`config.mk`:
```
export PLATFORM = sky130hd
export DESIGN_NAME = cvd_ctrl
export DESIGN_NICKNAME = d
export VERILOG_FILES = /design/src/rtl/core/cvd_pkg.sv /design/src/rtl/core/cvd_ctrl.sv
export SDC_FILE = /design/constraint.sdc
export NUM_CORES = 1
export LEC_CHECK = 0
export ABC_AREA = 1
export BUFFER_PORTS_ARGS = -buffer_cell sky130_fd_sc_hd__buf_2
export CAP_MARGIN = 30
export CORE_MARGIN = 4
export CORE_UTILIZATION = 50
export CTS_CLUSTER_DIAMETER = 50
export DETAILED_ROUTE_END_ITERATION = 7
export PLACE_DENSITY = 0.79
export SLEW_MARGIN = 20
export SYNTH_ARGS = -nofsm -noshare
export SYNTH_HDL_FRONTEND = slang
export SYNTH_SLANG_ARGS = --single-unit
```
`constraint.sdc`:
```
create_clock -name clk -period 1.9 [get_ports clk]
set_input_delay 0.095 -clock clk [delete_from_list [all_inputs] [get_ports clk]]
set_output_delay 0.095 -clock clk [all_outputs]
set_load 0.005 [all_outputs]
```
`src/rtl/core/cvd_pkg.sv`:
```
// ----------------------------------------------------------------------------
// cvd_pkg
// Shared types and constants for the column VIL and density block.
// ----------------------------------------------------------------------------
package cvd_pkg;

  // field widths
  localparam int CODE_W    = 16;
  localparam int SCALE_W   = 10;
  localparam int HEIGHT_W  = 15;
  localparam int CFG_IDX_W = 2;
  localparam int CNT_W     = 4;

  // configuration register indexes
  localparam logic [CFG_IDX_W-1:0] CFG_VIL_GAIN      = 2'd0;
  localparam logic [CFG_IDX_W-1:0] CFG_DENSITY_SCALE = 2'd1;
  localparam logic [CFG_IDX_W-1:0] CFG_VIL_MISSING   = 2'd2;
  localparam logic [CFG_IDX_W-1:0] CFG_DENS_MISSING  = 2'd3;

  localparam logic [SCALE_W-1:0]       VIL_GAIN_RST      = 10'd10;
  localparam logic [SCALE_W-1:0]       DENSITY_SCALE_RST = 10'd10;
  localparam logic signed [CODE_W-1:0] MISSING_RST       = -16'sd9990;
  localparam logic signed [CODE_W-1:0] CODE_MAX          = 16'sd32767;

  // reflectivity limits in tenths of dBZ
  localparam logic signed [15:0] ECHO_FLOOR_TENTHS = 16'sd50;
  localparam logic signed [15:0] ECHO_CEIL_TENTHS  = 16'sd550;

  // power table and its build sweep
  localparam int TABLE_DEPTH = 512;
  localparam int TABLE_AW    = 9;
  localparam int FILL_W      = 10;
  localparam logic [FILL_W-1:0] FILL_FIRST = 10'd50;
  localparam logic [FILL_W-1:0] FILL_LAST  = 10'd561;
  localparam logic [7:0]  STEPS_LAST    = 8'd174;
  localparam logic [25:0] STEP_FRACTION = 26'd56885002;
  localparam int P_W = 44;

  // output scaling
  localparam int VIL_MULT  = 43;
  localparam int VIL_DIV   = 12500000;
  localparam int DENS_DIV  = 12500;
  localparam int QUO_BITS  = 15;

  localparam logic SEL_VIL  = 1'b0;
  localparam logic SEL_DENS = 1'b1;

  typedef struct packed {
    logic fill;
    logic accept;
    logic mul;
    logic acc;
    logic prep;
    logic mstart;
    logic mstart_dens;
    logic mstep;
    logic dstart;
    logic dsat;
    logic dstep;
    logic save;
    logic emit;
    logic sel;
  } cvd_cmd_t;

  typedef struct packed {
    logic fill_last;
    logic item_last;
    logic echo_found;
    logic sum_pos;
    logic used_pos;
  } cvd_status_t;

  function automatic logic [9:0] pow10(input logic [1:0] q);
    logic [9:0] v;
    case (q)
      2'd0:    v = 10'd1;
      2'd1:    v = 10'd10;
      2'd2:    v = 10'd100;
      default: v = 10'd1000;
    endcase
    return v;
  endfunction

endpackage

```
`src/rtl/core/cvd_ctrl.sv`:
```
// ----------------------------------------------------------------------------
// cvd_ctrl
// Sequencer: table build, per-level steps and the column-end scaling.
// ----------------------------------------------------------------------------
module cvd_ctrl
  import cvd_pkg::*;
(
  input  logic        clk,
  input  logic        rst_n,
  input  logic        in_valid,
  output logic        in_stall,
  output logic        out_valid,
  input  logic        out_stall,
  input  cvd_status_t st,
  output cvd_cmd_t    cmd
);

  localparam logic [3:0] ST_FILL = 4'd0;
  localparam logic [3:0] ST_IDLE = 4'd1;
  localparam logic [3:0] ST_LOOK = 4'd2;
  localparam logic [3:0] ST_ACC  = 4'd3;
  localparam logic [3:0] ST_PREP = 4'd4;
  localparam logic [3:0] ST_MUL  = 4'd5;
  localparam logic [3:0] ST_DRND = 4'd6;
  localparam logic [3:0] ST_DSAT = 4'd7;
  localparam logic [3:0] ST_DDIV = 4'd8;
  localparam logic [3:0] ST_SAVE = 4'd9;
  localparam logic [3:0] ST_EMIT = 4'd10;

  logic [3:0]       state_r, state_nxt;
  logic [CNT_W-1:0] cnt_r, cnt_nxt;
  logic             sel_r, sel_nxt;
  logic             out_valid_r, out_valid_nxt;
  cvd_cmd_t         cmd_c;

  always_comb begin
    state_nxt     = state_r;
    cnt_nxt       = cnt_r;
    sel_nxt       = sel_r;
    out_valid_nxt = out_valid_r && out_stall;
    cmd_c         = '0;
    cmd_c.sel     = sel_r;
    unique case (state_r)
      ST_FILL: begin
        cmd_c.fill = 1'b1;
        if (st.fill_last) begin
          state_nxt = ST_IDLE;
        end
      end
      ST_IDLE: begin
        if (in_valid) begin
          cmd_c.accept = 1'b1;
          state_nxt    = ST_LOOK;
        end
      end
      ST_LOOK: begin
        cmd_c.mul = 1'b1;
        state_nxt = ST_ACC;
      end
      ST_ACC: begin
        cmd_c.acc = 1'b1;
        state_nxt = st.item_last ? ST_PREP : ST_IDLE;
      end
      ST_PREP: begin
        if (st.echo_found && st.sum_pos) begin
          cmd_c.prep   = 1'b1;
          cmd_c.mstart = 1'b1;
          sel_nxt      = SEL_VIL;
          cnt_nxt      = CNT_W'(SCALE_W - 1);
          state_nxt    = ST_MUL;
        end else begin
          state_nxt = ST_EMIT;
        end
      end
      ST_MUL: begin
        cmd_c.mstep = 1'b1;
        if (cnt_r == '0) begin
          state_nxt = ST_DRND;
        end else begin
          cnt_nxt = cnt_r - 1'b1;
        end
      end
      ST_DRND: begin
        cmd_c.dstart = 1'b1;
        state_nxt    = ST_DSAT;
      end
      ST_DSAT: begin
        cmd_c.dsat = 1'b1;
        cnt_nxt    = CNT_W'(QUO_BITS - 1);
        state_nxt  = ST_DDIV;
      end
      ST_DDIV: begin
        cmd_c.dstep = 1'b1;
        if (cnt_r == '0) begin
          state_nxt = ST_SAVE;
        end else begin
          cnt_nxt = cnt_r - 1'b1;
        end
      end
      ST_SAVE: begin
        cmd_c.save = 1'b1;
        if (sel_r == SEL_VIL && st.used_pos) begin
          cmd_c.mstart      = 1'b1;
          cmd_c.mstart_dens = 1'b1;
          sel_nxt           = SEL_DENS;
          cnt_nxt           = CNT_W'(SCALE_W - 1);
          state_nxt         = ST_MUL;
        end else begin
          state_nxt = ST_EMIT;
        end
      end
      ST_EMIT: begin
        // wait for the output register to drain
        if (!out_valid_r || !out_stall) begin
          cmd_c.emit    = 1'b1;
          out_valid_nxt = 1'b1;
          state_nxt     = ST_IDLE;
        end
      end
      default: begin
        state_nxt = ST_IDLE;
      end
    endcase
  end

  always_ff @(posedge clk) begin
    if (!rst_n) begin
      state_r     <= ST_FILL;
      cnt_r       <= '0;
      sel_r       <= SEL_VIL;
      out_valid_r <= 1'b0;
    end else begin
      state_r     <= state_nxt;
      cnt_r       <= cnt_nxt;
      sel_r       <= sel_nxt;
      out_valid_r <= out_valid_nxt;
    end
  end

  assign in_stall  = (state_r != ST_IDLE);
  assign out_valid = out_valid_r;
  assign cmd       = cmd_c;

endmodule

```
==> reports/summary.txt, run 1 <==
Fmax -> 675 MHz
Die Ht -> 47.5 µm
Final instance area -> 943 µm²
Fin crit share -> 0.779
CP cell instances -> nor2_1 > nand2_1 > nor2_1 > buf_2
Nets@finish -> 167
Clock skew -> 6.53 ps
WHS Endpoint -> out_valid
Cell count after synthesis -> 129
Wl on met1 -> 840 µm
Setup-failing EPs final -> 0
Critical path's most frequent cell -> nor2_1
Setup TNS Final -> 0 ps
Initial Util -> 0.525
Commonest non-fill, non-tap cell in the layout -> nand2_1
Slew margin rel. -> 0.748
Mapped Avg Cell Area -> 6.06 µm²
Worst-margin pin slew -> 376 ps
Hold Path Origin -> out_stall
Worst EP required -> 1800 ps
Root Buffer -> clkbuf_4
FF+latch count, synth -> 10
Final Slew Violations -> 0
IO Port Bufs -> 24
Post-synthesis sequential area ratio -> 0.256
Met2 routed WL -> 840 µm
Unrepaired setup endpoints after global routing -> false
Placer Congestion -> 0.992
Global-route wire length before repair -> 3060 µm
FF-to-FF End -> state_r[0]
Max_cap viols -> 0
FF-to-FF Start -> state_r[0]
Clock transition at the registers of the reported paths -> 80 ps
Cts hold-fix bufs -> 0
CP bufs+invs -> 1
Number of I/O pins -> 25
Crit-path leading delay family -> simple AND/OR/NAND/NOR gates
Vias -> 873
Synth Cell Area -> 782 µm²
Hold/Removal Path Class -> in -> reg
Fill cells -> 127
Final hold violation count -> 0
Dpl cells -> 167
Residual DRC -> 0
DR WL/cell -> 11.0 µm
DIE AREA -> 2260 µm²
Post-Route WL -> 1880 µm
Slowest cell on crit path -> dfxtp_1
Iteration-0 DRC count of the detailed router -> 20
Crit path kind -> reg -> out
Post-CTS Setup Bufs -> 0
Tmin final -> 1480 ps
Mapped Nets -> 140
Most frequent cells in the layout -> nand2_1 (31), buf_2 (24), inv_1 (21), nor2_1 (20), dfxtp_1 (10)
Global route overflow -> 0
Hold path depth -> 3
Setup ws final -> 420 ps
CP peak stage delay -> 390 ps
Synth warn -> 0
Worst r2r path cells -> 6
Dpl hpwl -> 1560 µm
Antenna Cells -> 0
Hold_ws -> 86.9 ps
CTS buffer count -> 3
Final Instance Count excl. Fillers -> 171
Setup slack, reg-to-reg -> 480 ps
Tot Pwr -> 0.805 mW
Area growth syn-to-layout -> 20.6%
Met3 routed WL -> 170 µm
Placement Setup Slack -> 514 ps
Initial antenna violation count -> 0
Pleak -> 0.577 nW
Max clock buf depth -> 2
PwrDens -> 853 nW/µm²
Post-layout util -> 0.634
Post-DR vias/cell -> 5.11
Max IR drop VDD -> 548 µV
Top sig layer -> met4
H-Tree Depth -> 1
Post-CTS sizing -> 0
Vias in the first global route -> 743
Post-DRT Antenna Nets -> 0
CTS Sinks -> 10
Status -> finished clean
Netlist cell types -> 22
Largest net degree at the start of global routing -> 8
CP Capture Type -> primary output
All-Layer GR Usage -> 0.189
Post-DP Area -> 907 µm²
CTS tree -> yes
Core area -> 1490 µm²
Largest fanout on the critical path -> 6
Type of origin of the critical path -> register
Initial DRT Pass Iterations -> 4
Rows -> 14
Layout cells sized above 1 -> 0.297
Worst-skew pair later-pin latency -> 280 ps
Die Wd -> 47.5 µm
Worst Path Arrival -> 1390 ps
## power by group
| part | total [mW] | switching [mW] | internal (mW) |
|---|---|---|---|
| Clock | 0.203 | 0.0865 | 0.117 |
| Sequential | 0.274 | 0.0412 | 0.233 |
| Combinational | 0.328 | 0.204 | 0.124 |
## synth_stat cells
library cell / count / share of area
nand3_1: 8 / 0.051
nor2_2: 3 / 0.024
nand2_2: 4 / 0.032
nand3b_1: 1 / 0.0096
nor3_1: 2 / 0.013
buf_4: 2 / 0.019
nor2_1: 20 / 0.096
a21oi_1: 6 / 0.038
a31oi_1: 1 / 0.0080
nand2_4: 2 / 0.029
o21ai_0: 5 / 0.032
a21oi_2: 1 / 0.011
o211ai_1: 1 / 0.0096
inv_1: 21 / 0.10
or2_2: 1 / 0.0080
dfxtp_1: 10 / 0.26
inv_2: 3 / 0.014
nor2_4: 3 / 0.043
ha_1: 2 / 0.032
xor2_1: 1 / 0.011
nand2_1: 31 / 0.15
nand3_2: 1 / 0.013
## metal layers
metal,vias to the layer above,GRT usage
li1,450,-
met1,388,0.259
met2,33,0.297
met3,2,0.0376
met4,0,0.0645
met5,-,0
## cell families after synthesis
family / after synthesis / synth area share
simple gates: 76 / 0.467
buf+inv: 26 / 0.134
compound gates: 14 / 0.0992
flops: 10 / 0.256
fa+ha+maj: 2 / 0.0320
xor+xnor: 1 / 0.0112
## worst max path at each step
stage / from / to / slack [ps] / cells after the start
after floorplan: state_r[0] / state_r[0] / 660 / 6
after global placement: state_r[0] / state_r[0] / 550 / 7
after detailed placement: state_r[3] / state_r[0] / 510 / 7
after CTS: state_r[3] / cmd[12] / 430 / 4
after global routing: state_r[1] / cmd[1] / 310 / 5
final: state_r[3] / cmd[12] / 420 / 4
## tightest hold or removal path: cells and delay by family
| kind | cells | cell delay, ps |
|---|---|---|
| AND/OR/NAND/NOR | 1 | 60 |
| AO/OA/AOI/OAI | 1 | 60 |
| buffers and inverters | 1 | 90 |
## flip-flops by register name (all words and copies together), names as in the netlist
register and flops:
cnt_r 4, out_valid 1, sel_r 1, state_r 4
## cell type report
class                      count  area [µm²]  share of cell area
tap                           16        20.0              0.0212
multi-input combinational     93         477               0.505
inverter                      24        90.1              0.0955
clock buffer                   4        36.3              0.0385
sequential                    10         200               0.212
timing repair buffer          24         120               0.127
Note: power is estimated with default switching activity, not from simulation.
==> run 2, diff against run 1 <==
--- a/config.mk
+++ b/config.mk
@@ -5,14 +5,14 @@
 export SDC_FILE = /design/constraint.sdc
 export NUM_CORES = 1
 export LEC_CHECK = 0
-export ABC_AREA = 1
+export ABC_AREA = 0
 export BUFFER_PORTS_ARGS = -buffer_cell sky130_fd_sc_hd__buf_2
 export CAP_MARGIN = 30
 export CORE_MARGIN = 4
-export CORE_UTILIZATION = 50
+export CORE_UTILIZATION = 45
 export CTS_CLUSTER_DIAMETER = 50
 export DETAILED_ROUTE_END_ITERATION = 7
-export PLACE_DENSITY = 0.79
+export PLACE_DENSITY = 0.74
 export SLEW_MARGIN = 20
 export SYNTH_ARGS = -nofsm -noshare
 export SYNTH_HDL_FRONTEND = slang
==> constraint.sdc (replaced) <==
create_clock -name clk -period 1.2 [get_ports clk]
set_input_delay 0.06 -clock clk [delete_from_list [all_inputs] [get_ports clk]]
set_output_delay 0.06 -clock clk [all_outputs]
set_load 0.005 [all_outputs]
==> run 2 against run 1 <==
The run now ends with negative setup slack left. Final cell count grew 16%. Sequential cell count did not move. Clock power is 73% higher. Sequential share of layout area fell by 8.0 points. Clock skew down 1.5 ps. Wire length up 130%. Via count increased by 40%. Setup slack worse by 1000 ps. Critical endpoint is now cnt_r[3]. Largest cell class unchanged.
==> reports/summary.txt, run 2 <==
Final hold violation count -> 0 (unchanged)
Worst EP required -> 1390 ps (was 1800 ps)
Type of origin of the critical path -> register (unchanged)
Synth top area cells -> dfxtp_1 (25%), a21oi_1 (6.8%), nor2_1 (5.1%) (was dfxtp_1 (26%), nand2_1 (15%), inv_1 (10%))
WHS Endpoint -> cnt_r[2] (was out_valid)
Slew margin rel. -> 0.751 (was 0.748)
IO Port Bufs -> 24 (unchanged)
Dpl hpwl -> 2040 µm (was 1560 µm)
Placement Setup Slack -> -503 ps (was 514 ps)
Unrepaired setup endpoints after global routing -> true (was false)
Fin crit share -> 1.48
Largest net degree at the start of global routing -> 15 (was 8)
Max IR drop VDD -> 2360 µV (was 548 µV)
Number of I/O pins -> 25 (unchanged)
Placer Congestion -> 0.870 (was 0.992)
Synth Cell Area -> 813 µm² (was 782 µm²)
Cell count after synthesis -> 110 (was 129)
Rows -> 15 (was 14)
FF-to-FF End -> cnt_r[3] (was state_r[0])
PwrDens -> 2770 nW/µm² (was 853 nW/µm²)
Initial antenna violation count -> 0 (unchanged)
Max clock buf depth -> 2 (unchanged)
Antenna Cells -> 0 (unchanged)
Worst-skew pair later-pin latency -> 290 ps (was 280 ps)
Vias -> 1,223 (was 873)
DR WL/cell -> 21.5 µm (was 11.0 µm)
CTS buffer count -> 3 (unchanged)
Crit path kind -> reg -> reg (was reg -> out)
Worst Path Arrival -> 1970 ps (was 1390 ps)
Synth top area share -> 0.246 (was 0.256)
Top flop regs -> cnt_r x4, state_r x4 (unchanged)
CP Capture Type -> register (was primary output)
Iteration-0 DRC count of the detailed router -> 51 (was 20)
CTS tree -> yes (unchanged)
Netlist cell types -> 38 (was 22)
Setup slack, reg-to-reg -> -580 ps (was 480 ps)
Clock transition at the registers of the reported paths -> 90 ps (was 80 ps)
Global-route wire length before repair -> 5680 µm (was 3060 µm)
Core area -> 1730 µm² (was 1490 µm²)
All-Layer GR Usage -> 0.302 (was 0.189)
CP cell instances -> inv_2 > ha_4 > or3b_4 > buf_6 > nor4b_4 > nor2_1 > o21bai_1 > and3_1 (was nor2_1 > nand2_1 > nor2_1 > buf_2)
Dpl cells -> 185 (was 167)
Hold Path Origin -> rst_n (was out_stall)
Final Slew Violations -> 0 (unchanged)
Vias in the first global route -> 1,182 (was 743)
Post-synthesis sequential area ratio -> 0.246 (was 0.256)
Setup ws final -> -581 ps (was 420 ps)
FF+latch count, synth -> 10 (unchanged)
Post-synth ARST share -> 0 (unchanged)
Die Wd -> 50.5 µm (was 47.5 µm)
Final Instance Count excl. Fillers -> 199 (was 171)
Setup crit start -> cnt_r[1] (was state_r[3])
Area growth syn-to-layout -> 100% (was 20.6%)
H-Tree Depth -> 1 (unchanged)
Root Buffer -> clkbuf_4 (unchanged)
Post-DR vias/cell -> 6.15 (was 5.11)
Largest fanout on the critical path -> 4 (was 6)
Max_cap viols -> 0 (unchanged)
Nets@finish -> 186 (was 167)
Post-synth EDFFs -> 0 (unchanged)
Commonest non-fill, non-tap cell in the layout -> buf_4 (was nand2_1)
Fmax -> 561 MHz
Worst-margin pin slew -> 373 ps (was 376 ps)
Hold path depth -> 2 (was 3)
Initial DRT Pass Iterations -> 5 (was 4)
CP peak stage delay -> 400 ps (was 390 ps)
Synth warn -> 0 (unchanged)
Post-synth top flop -> dfxtp_1 (unchanged)
Register area -> 215 µm² (was 200 µm²)
Dominant cell type by area after synthesis -> dfxtp_1 (unchanged)
Hold_ws -> 112 ps (was 86.9 ps)
Global route overflow -> 0 (unchanged)
Area occupied by multi-input gates -> 756 µm² (was 477 µm²)
Post-DRT Antenna Nets -> 0 (unchanged)
Fill cells -> 58 (was 127)
CTS Sinks -> 10 (unchanged)
Worst r2r path cells -> 8 (was 6)
Post-Route WL -> 4280 µm (was 1880 µm)
Pleak -> 0.733 nW (was 0.577 nW)
Status -> finished, violations left (was finished clean)
Most frequent cells in the layout -> buf_4 (27), buf_2 (21), buf_6 (20), a21oi_1 (8) (was nand2_1 (31), buf_2 (24), inv_1 (21), nor2_1 (20), dfxtp_1 (10))
Residual DRC -> 0 (unchanged)
Slowest cell on crit path -> or3b_4 (was dfxtp_1)
Hold/Removal Path Class -> in -> reg (unchanged)
FF-to-FF Start -> cnt_r[1] (was state_r[0])
Initial Util -> 0.471 (was 0.525)
Top post-synthesis cells by count -> a21oi_1 (11), nor2_1 (11), dfxtp_1 (10) (was nand2_1 (31), inv_1 (21), nor2_1 (20))
Layout cells sized above 1 -> 0.713 (was 0.297)
Failing checks -> negative setup slack
Mapped Nets -> 121 (was 140)
DIE AREA -> 2550 µm² (was 2260 µm²)
Tmin final -> 1780 ps
Cts hold-fix bufs -> 0 (unchanged)
Die Ht -> 50.5 µm (was 47.5 µm)
Clock skew -> 5.03 ps (was 6.53 ps)
Setup-failing EPs final -> 24 (was 0)
Mapped Avg Cell Area -> 7.39 µm² (was 6.06 µm²)
## run 2: cell types whose count changed in the layout (fill, tap and decap cells not counted), moves of 3 or more
| cell | delta |
|---|---|
| o21a_1 | +3 |
| dfxtp_4 | +3 |
| buf_4 | +27 |
| nand2b_4 | +3 |
| nor2_1 | -16 |
| nor2b_1 | +4 |
| nand2_1 | -27 |
| dfxtp_1 | -6 |
| buf_6 | +20 |
| buf_2 | -3 |
| o21ai_0 | -3 |
| nand3_1 | -6 |
| dfxtp_2 | +3 |
| inv_1 | -20 |
## run 2: area by class of cell
class / count / share of cell area
multi-input cells: 84 / 0.464
repair buffers: 70 / 0.346
flip-flops and latches: 10 / 0.132
clock buffers: 4 / 0.0223
well taps: 25 / 0.0192
inverters: 6 / 0.0169
## run 2: where the power goes
part / switching (mW) / internal [mW]
Clock: 0.166 / 0.185
Combinational: 1.66 / 1.87
Sequential: 0.159 / 0.477
Total: 1.98 / 2.53
## run 2: what timing repair did
item | in CTS | in global routing
pin swaps | 13 | 12
buffers inserted | 5 | 7
resized for setup | 41 | 37
setup endpoints to repair | 24 | 24
## run 2: kinds of logic after synthesis
| logic type | synth area share |
|---|---|
| AO/OA/AOI/OAI | 0.262 |
| flip-flops | 0.246 |
| multiplexers | 0.0123 |
| AND/OR/NAND/NOR | 0.351 |
| buffers and inverters | 0.0985 |
| adder cells (fa/ha/maj) | 0.0308 |
## run 2: worst max path at each step
stage,cells after the start,endpoint,slack (ps)
2_1_floorplan,7,state_r[0],-450
3_3_place_gp,6,state_r[0],-440
3_5_place_dp,8,cnt_r[3],-500
4_1_cts,5,cnt_r[2],-440
5_1_grt,8,cnt_r[3],-630
6_report,8,cnt_r[3],-580
## run 2: stage by stage
step | instance area, µm² | setup TNS (ps) | util | power [mW]
6_report | 1630 | -8370 | 0.943 | 4.51
5_1_grt | 1630 | -9430 | 0.943 | 4.70
4_1_cts | 1430 | -6820 | 0.827 | 3.56
3_5_place_dp | 1210 | -4580 | 0.704 | 2.78
3_3_place_gp | 1210 | -3820 | 0.704 | 2.71
2_1_floorplan | 863 | -3080 | - | 1.93
## run 2: layer usage
metal	track usage	vias up	wire (µm)
li1	-	521	-
met1	0.344	573	1600
met2	0.517	109	2020
met3	0.0445	20	450
met4	0.202	0	211
met5	0	-	0
## run 2: critical path, delay by kind of cell (launching register included)
kind | cells | cell delay (ps)
and+or+nand+nor | 4 | 870
AOI/OAI and AO/OA | 1 | 110
adders and majority gates | 1 | 120
buffers and inverters | 2 | 230
DFF | 1 | 340
==> run 3, diff against run 2 <==
--- a/config.mk
+++ b/config.mk
@@ -13,6 +13,7 @@
 export CTS_CLUSTER_DIAMETER = 50
 export DETAILED_ROUTE_END_ITERATION = 7
 export PLACE_DENSITY = 0.74
+export REMOVE_ABC_BUFFERS = 1
 export SLEW_MARGIN = 20
 export SYNTH_ARGS = -nofsm -noshare
 export SYNTH_HDL_FRONTEND = slang
==> constraint.sdc (replaced) <==
create_clock -name clk -period 1.2 [get_ports clk]
set_input_delay 0.24 -clock clk [delete_from_list [all_inputs] [get_ports clk]]
set_output_delay 0.24 -clock clk [all_outputs]
set_load 0.005 [all_outputs]
==> run 3 against run 2 <==
Critical path type is now reg -> out. Design area rose by 2.0%. Sequential power fell by 1%. Power rose by 4.5%. The flow still finishes with violations (negative setup slack). Critical endpoint is now cmd[8]. Count of clock-buffer cells in the layout did not move. Hold slack improved by 180 ps. Final cell count rose by 4.0%.
==> reports/summary.txt, run 3 (same netlist as run 2, synthesis figures left out) <==
Fin crit share -> 1.65 (was 1.48)
Setup TNS Final -> -12,970 ps (was -8370 ps)
Met2 routed WL -> 2450 µm (was 2020 µm)
Worst Path Arrival -> 1740 ps (was 1970 ps)
Layout cells sized above 1 -> 0.725 (was 0.713)
Crit-path leading delay family -> simple AND/OR/NAND/NOR gates (unchanged)
Commonest non-fill, non-tap cell in the layout -> buf_4 (unchanged)
Initial DRT Pass Iterations -> 5 (unchanged)
Post-Route WL -> 5720 µm (was 4280 µm)
Area occupied by multi-input gates -> 753 µm² (was 756 µm²)
Initial Util -> 0.471 (unchanged)
Unrepaired setup endpoints after global routing -> true (unchanged)
Max IR drop VDD -> 2450 µV (was 2360 µV)
CP Capture Type -> primary output (was register)
Top sig layer -> met4 (unchanged)
Fmax -> 506 MHz (was 561 MHz)
Vias in the first global route -> 1,369 (was 1,182)
CP cell instances -> nand2b_4 > or4_4 > buf_6 > nand2_4 > buf_6 (was inv_2 > ha_4 > or3b_4 > buf_6 > nor4b_4 > nor2_1 > o21bai_1 > and3_1)
P_sw -> 2.20 mW (was 1.98 mW)
Placer Congestion -> 0.901 (was 0.870)
Dpl cells -> 187 (was 185)
Clock Power Share -> 0.077 (was 0.078)
Wl on met1 -> 1820 µm (was 1600 µm)
Register share of total power -> 0.133 (was 0.141)
Register area -> 213 µm² (was 215 µm²)
Worst-skew pair later-pin latency -> 300 ps (was 290 ps)
Worst EP required -> 960 ps (was 1390 ps)
FF-to-FF End -> state_r[0] (was cnt_r[3])
Status -> finished, violations left (unchanged)
Tmin final -> 1980 ps (was 1780 ps)
Hold Path Origin -> rst_n (unchanged)
Worst r2r path cells -> 6 (was 8)
IO Port Bufs -> 24 (unchanged)
Final hold violation count -> 0 (unchanged)
Final instance area -> 1660 µm² (was 1630 µm²)
Dpl hpwl -> 2050 µm (was 2040 µm)
Clock transition at the registers of the reported paths -> 90 ps (about the same)
Met3 routed WL -> 847 µm (was 450 µm)
CP bufs+invs -> 2 (unchanged)
DIE AREA -> 2550 µm² (unchanged)
Nets@finish -> 194 (was 186)
Residual DRC -> 0 (unchanged)
Combinational power share -> 0.790 (was 0.781)
CTS tree -> yes (unchanged)
Top flop regs -> cnt_r x4, state_r x4 (unchanged)
Post-DRT Antenna Nets -> 0 (unchanged)
Area growth syn-to-layout -> 104% (was 100%)
All-Layer GR Usage -> 0.382 (was 0.302)
Setup ws final -> -776 ps (was -581 ps)
Rows -> 15 (unchanged)
Tot Pwr -> 4.71 mW (was 4.51 mW)
Cts hold-fix bufs -> 0 (unchanged)
FF-to-FF Start -> state_r[0] (was cnt_r[1])
Vias -> 1,450 (was 1,223)
Slew margin rel. -> 0.630 (was 0.751)
Die Wd -> 50.5 µm (unchanged)
H-Tree Depth -> 1 (unchanged)
Global-route wire length before repair -> 7160 µm (was 5680 µm)
Crit path kind -> reg -> out (was reg -> reg)
PwrDens -> 2840 nW/µm² (was 2770 nW/µm²)
Placement Setup Slack -> -551 ps (was -503 ps)
Final Slew Violations -> 0 (unchanged)
Largest net degree at the start of global routing -> 12 (was 15)
CTS buffer count -> 3 (unchanged)
WHS Endpoint -> state_r[2] (was cnt_r[2])
Critical path's most frequent cell -> buf_6
Max clock buf depth -> 2 (unchanged)
Failing checks -> negative setup slack (unchanged)
Final Instance Count excl. Fillers -> 207 (was 199)
Worst-margin pin slew -> 551 ps (was 373 ps)
Hold/Removal Path Class -> in -> reg (unchanged)
Type of origin of the critical path -> register (unchanged)
Number of I/O pins -> 25 (unchanged)
Sw frac -> 0.467 (was 0.440)
Fill cells -> 39 (was 58)
Post-DR vias/cell -> 7.00 (was 6.15)
Most frequent cells in the layout -> buf_4 (39), buf_2 (21), buf_6 (18), a21oi_1 (6) (was buf_4 (27), buf_2 (21), buf_6 (20), a21oi_1 (8))
Pleak -> 0.775 nW (was 0.733 nW)
Internal power -> 2.51 mW (was 2.53 mW)
Largest fanout on the critical path -> 4 (unchanged)
Antenna Cells -> 0 (unchanged)
CTS Sinks -> 10 (unchanged)
DR WL/cell -> 27.6 µm (was 21.5 µm)
Setup slack, reg-to-reg -> -660 ps (was -580 ps)
Clock skew -> 6.70 ps (was 5.03 ps)
Root Buffer -> clkbuf_4 (unchanged)
Setup-failing EPs final -> 24 (unchanged)
Slowest cell on crit path -> or4_4 (was or3b_4)
Core area -> 1730 µm² (unchanged)
Max_cap viols -> 0 (unchanged)
Die Ht -> 50.5 µm (unchanged)
Post-DP Area -> 1190 µm² (was 1210 µm²)
Hold path depth -> 2 (unchanged)
Initial antenna violation count -> 0 (unchanged)
Iteration-0 DRC count of the detailed router -> 159 (was 51)
Global route overflow -> 0 (unchanged)
CP peak stage delay -> 560 ps (was 400 ps)
run 3: changes by cell type in the layout (fill, tap and decap cells not counted), moves of 2 or more:
cell | previous run | this run
buf_6 | 20 | 18
buf_8 | 2 | 0
buf_4 | 27 | 39
nor3_4 | 2 | 0
nor2_1 | 4 | 2
a21oi_1 | 8 | 6
nor3_2 | 0 | 2
nand2_2 | 2 | 0
run 3: metal layers:
layer,GRT usage,vias up
li1,-,538
met5,0,-
met1,0.447,644
met4,0.224,0
met3,0.0712,77
met2,0.643,191
run 3: area by class of cell:
| type | instances | share of cell area |
|---|---|---|
| inverters | 6 | 0.0166 |
| flip-flops and latches | 10 | 0.128 |
| clock buffers | 4 | 0.0218 |
| multi-input cells | 84 | 0.453 |
| well taps | 25 | 0.0188 |
| repair buffers | 78 | 0.361 |
run 3: worst max path at each step:
stage	start	endpoint	slack, ps	cells past startpoint
CTS	state_r[3]	cmd[8]	-650	5
detailed placement	cnt_r[0]	state_r[0]	-550	6
finish	state_r[3]	cmd[8]	-780	5
global placement	state_r[3]	state_r[0]	-480	5
global route	state_r[0]	cmd[1]	-800	5
floorplan	state_r[2]	cnt_r[2]	-660	4
run 3: repair_timing:
action	in CTS	in global routing
resized for setup	66	15
endpoints found under the setup margin	24	24
buffers inserted	15	2
pin swaps	18	4
run 3: power groups by stage:
stage | sequential, mW | clock [mW] | combinational (mW)
after global routing | 0.625 | 0.393 | 3.81
final | 0.628 | 0.361 | 3.72
after global placement | 0.561 | 0 | 2.03
after floorplan | 0.629 | 0 | 0.983
after CTS | 0.579 | 0.326 | 3.00
after detailed placement | 0.569 | 0 | 2.10
run 3: metrics by stage:
stage          utilization  hold WS, ps
2_1_floorplan            -          357
3_3_place_gp         0.691          498
3_5_place_dp         0.691          515
4_1_cts              0.914          270
5_1_grt              0.962          272
6_report             0.962          291
run 3: worst register-to-register path: cells and delay by family, from the launching register on:
| kind | cells | cell delay, ps |
|---|---|---|
| AO/OA/AOI/OAI | 2 | 290 |
| flip-flops | 1 | 360 |
| buffers and inverters | 1 | 130 |
| AND/OR/NAND/NOR | 3 | 960 |
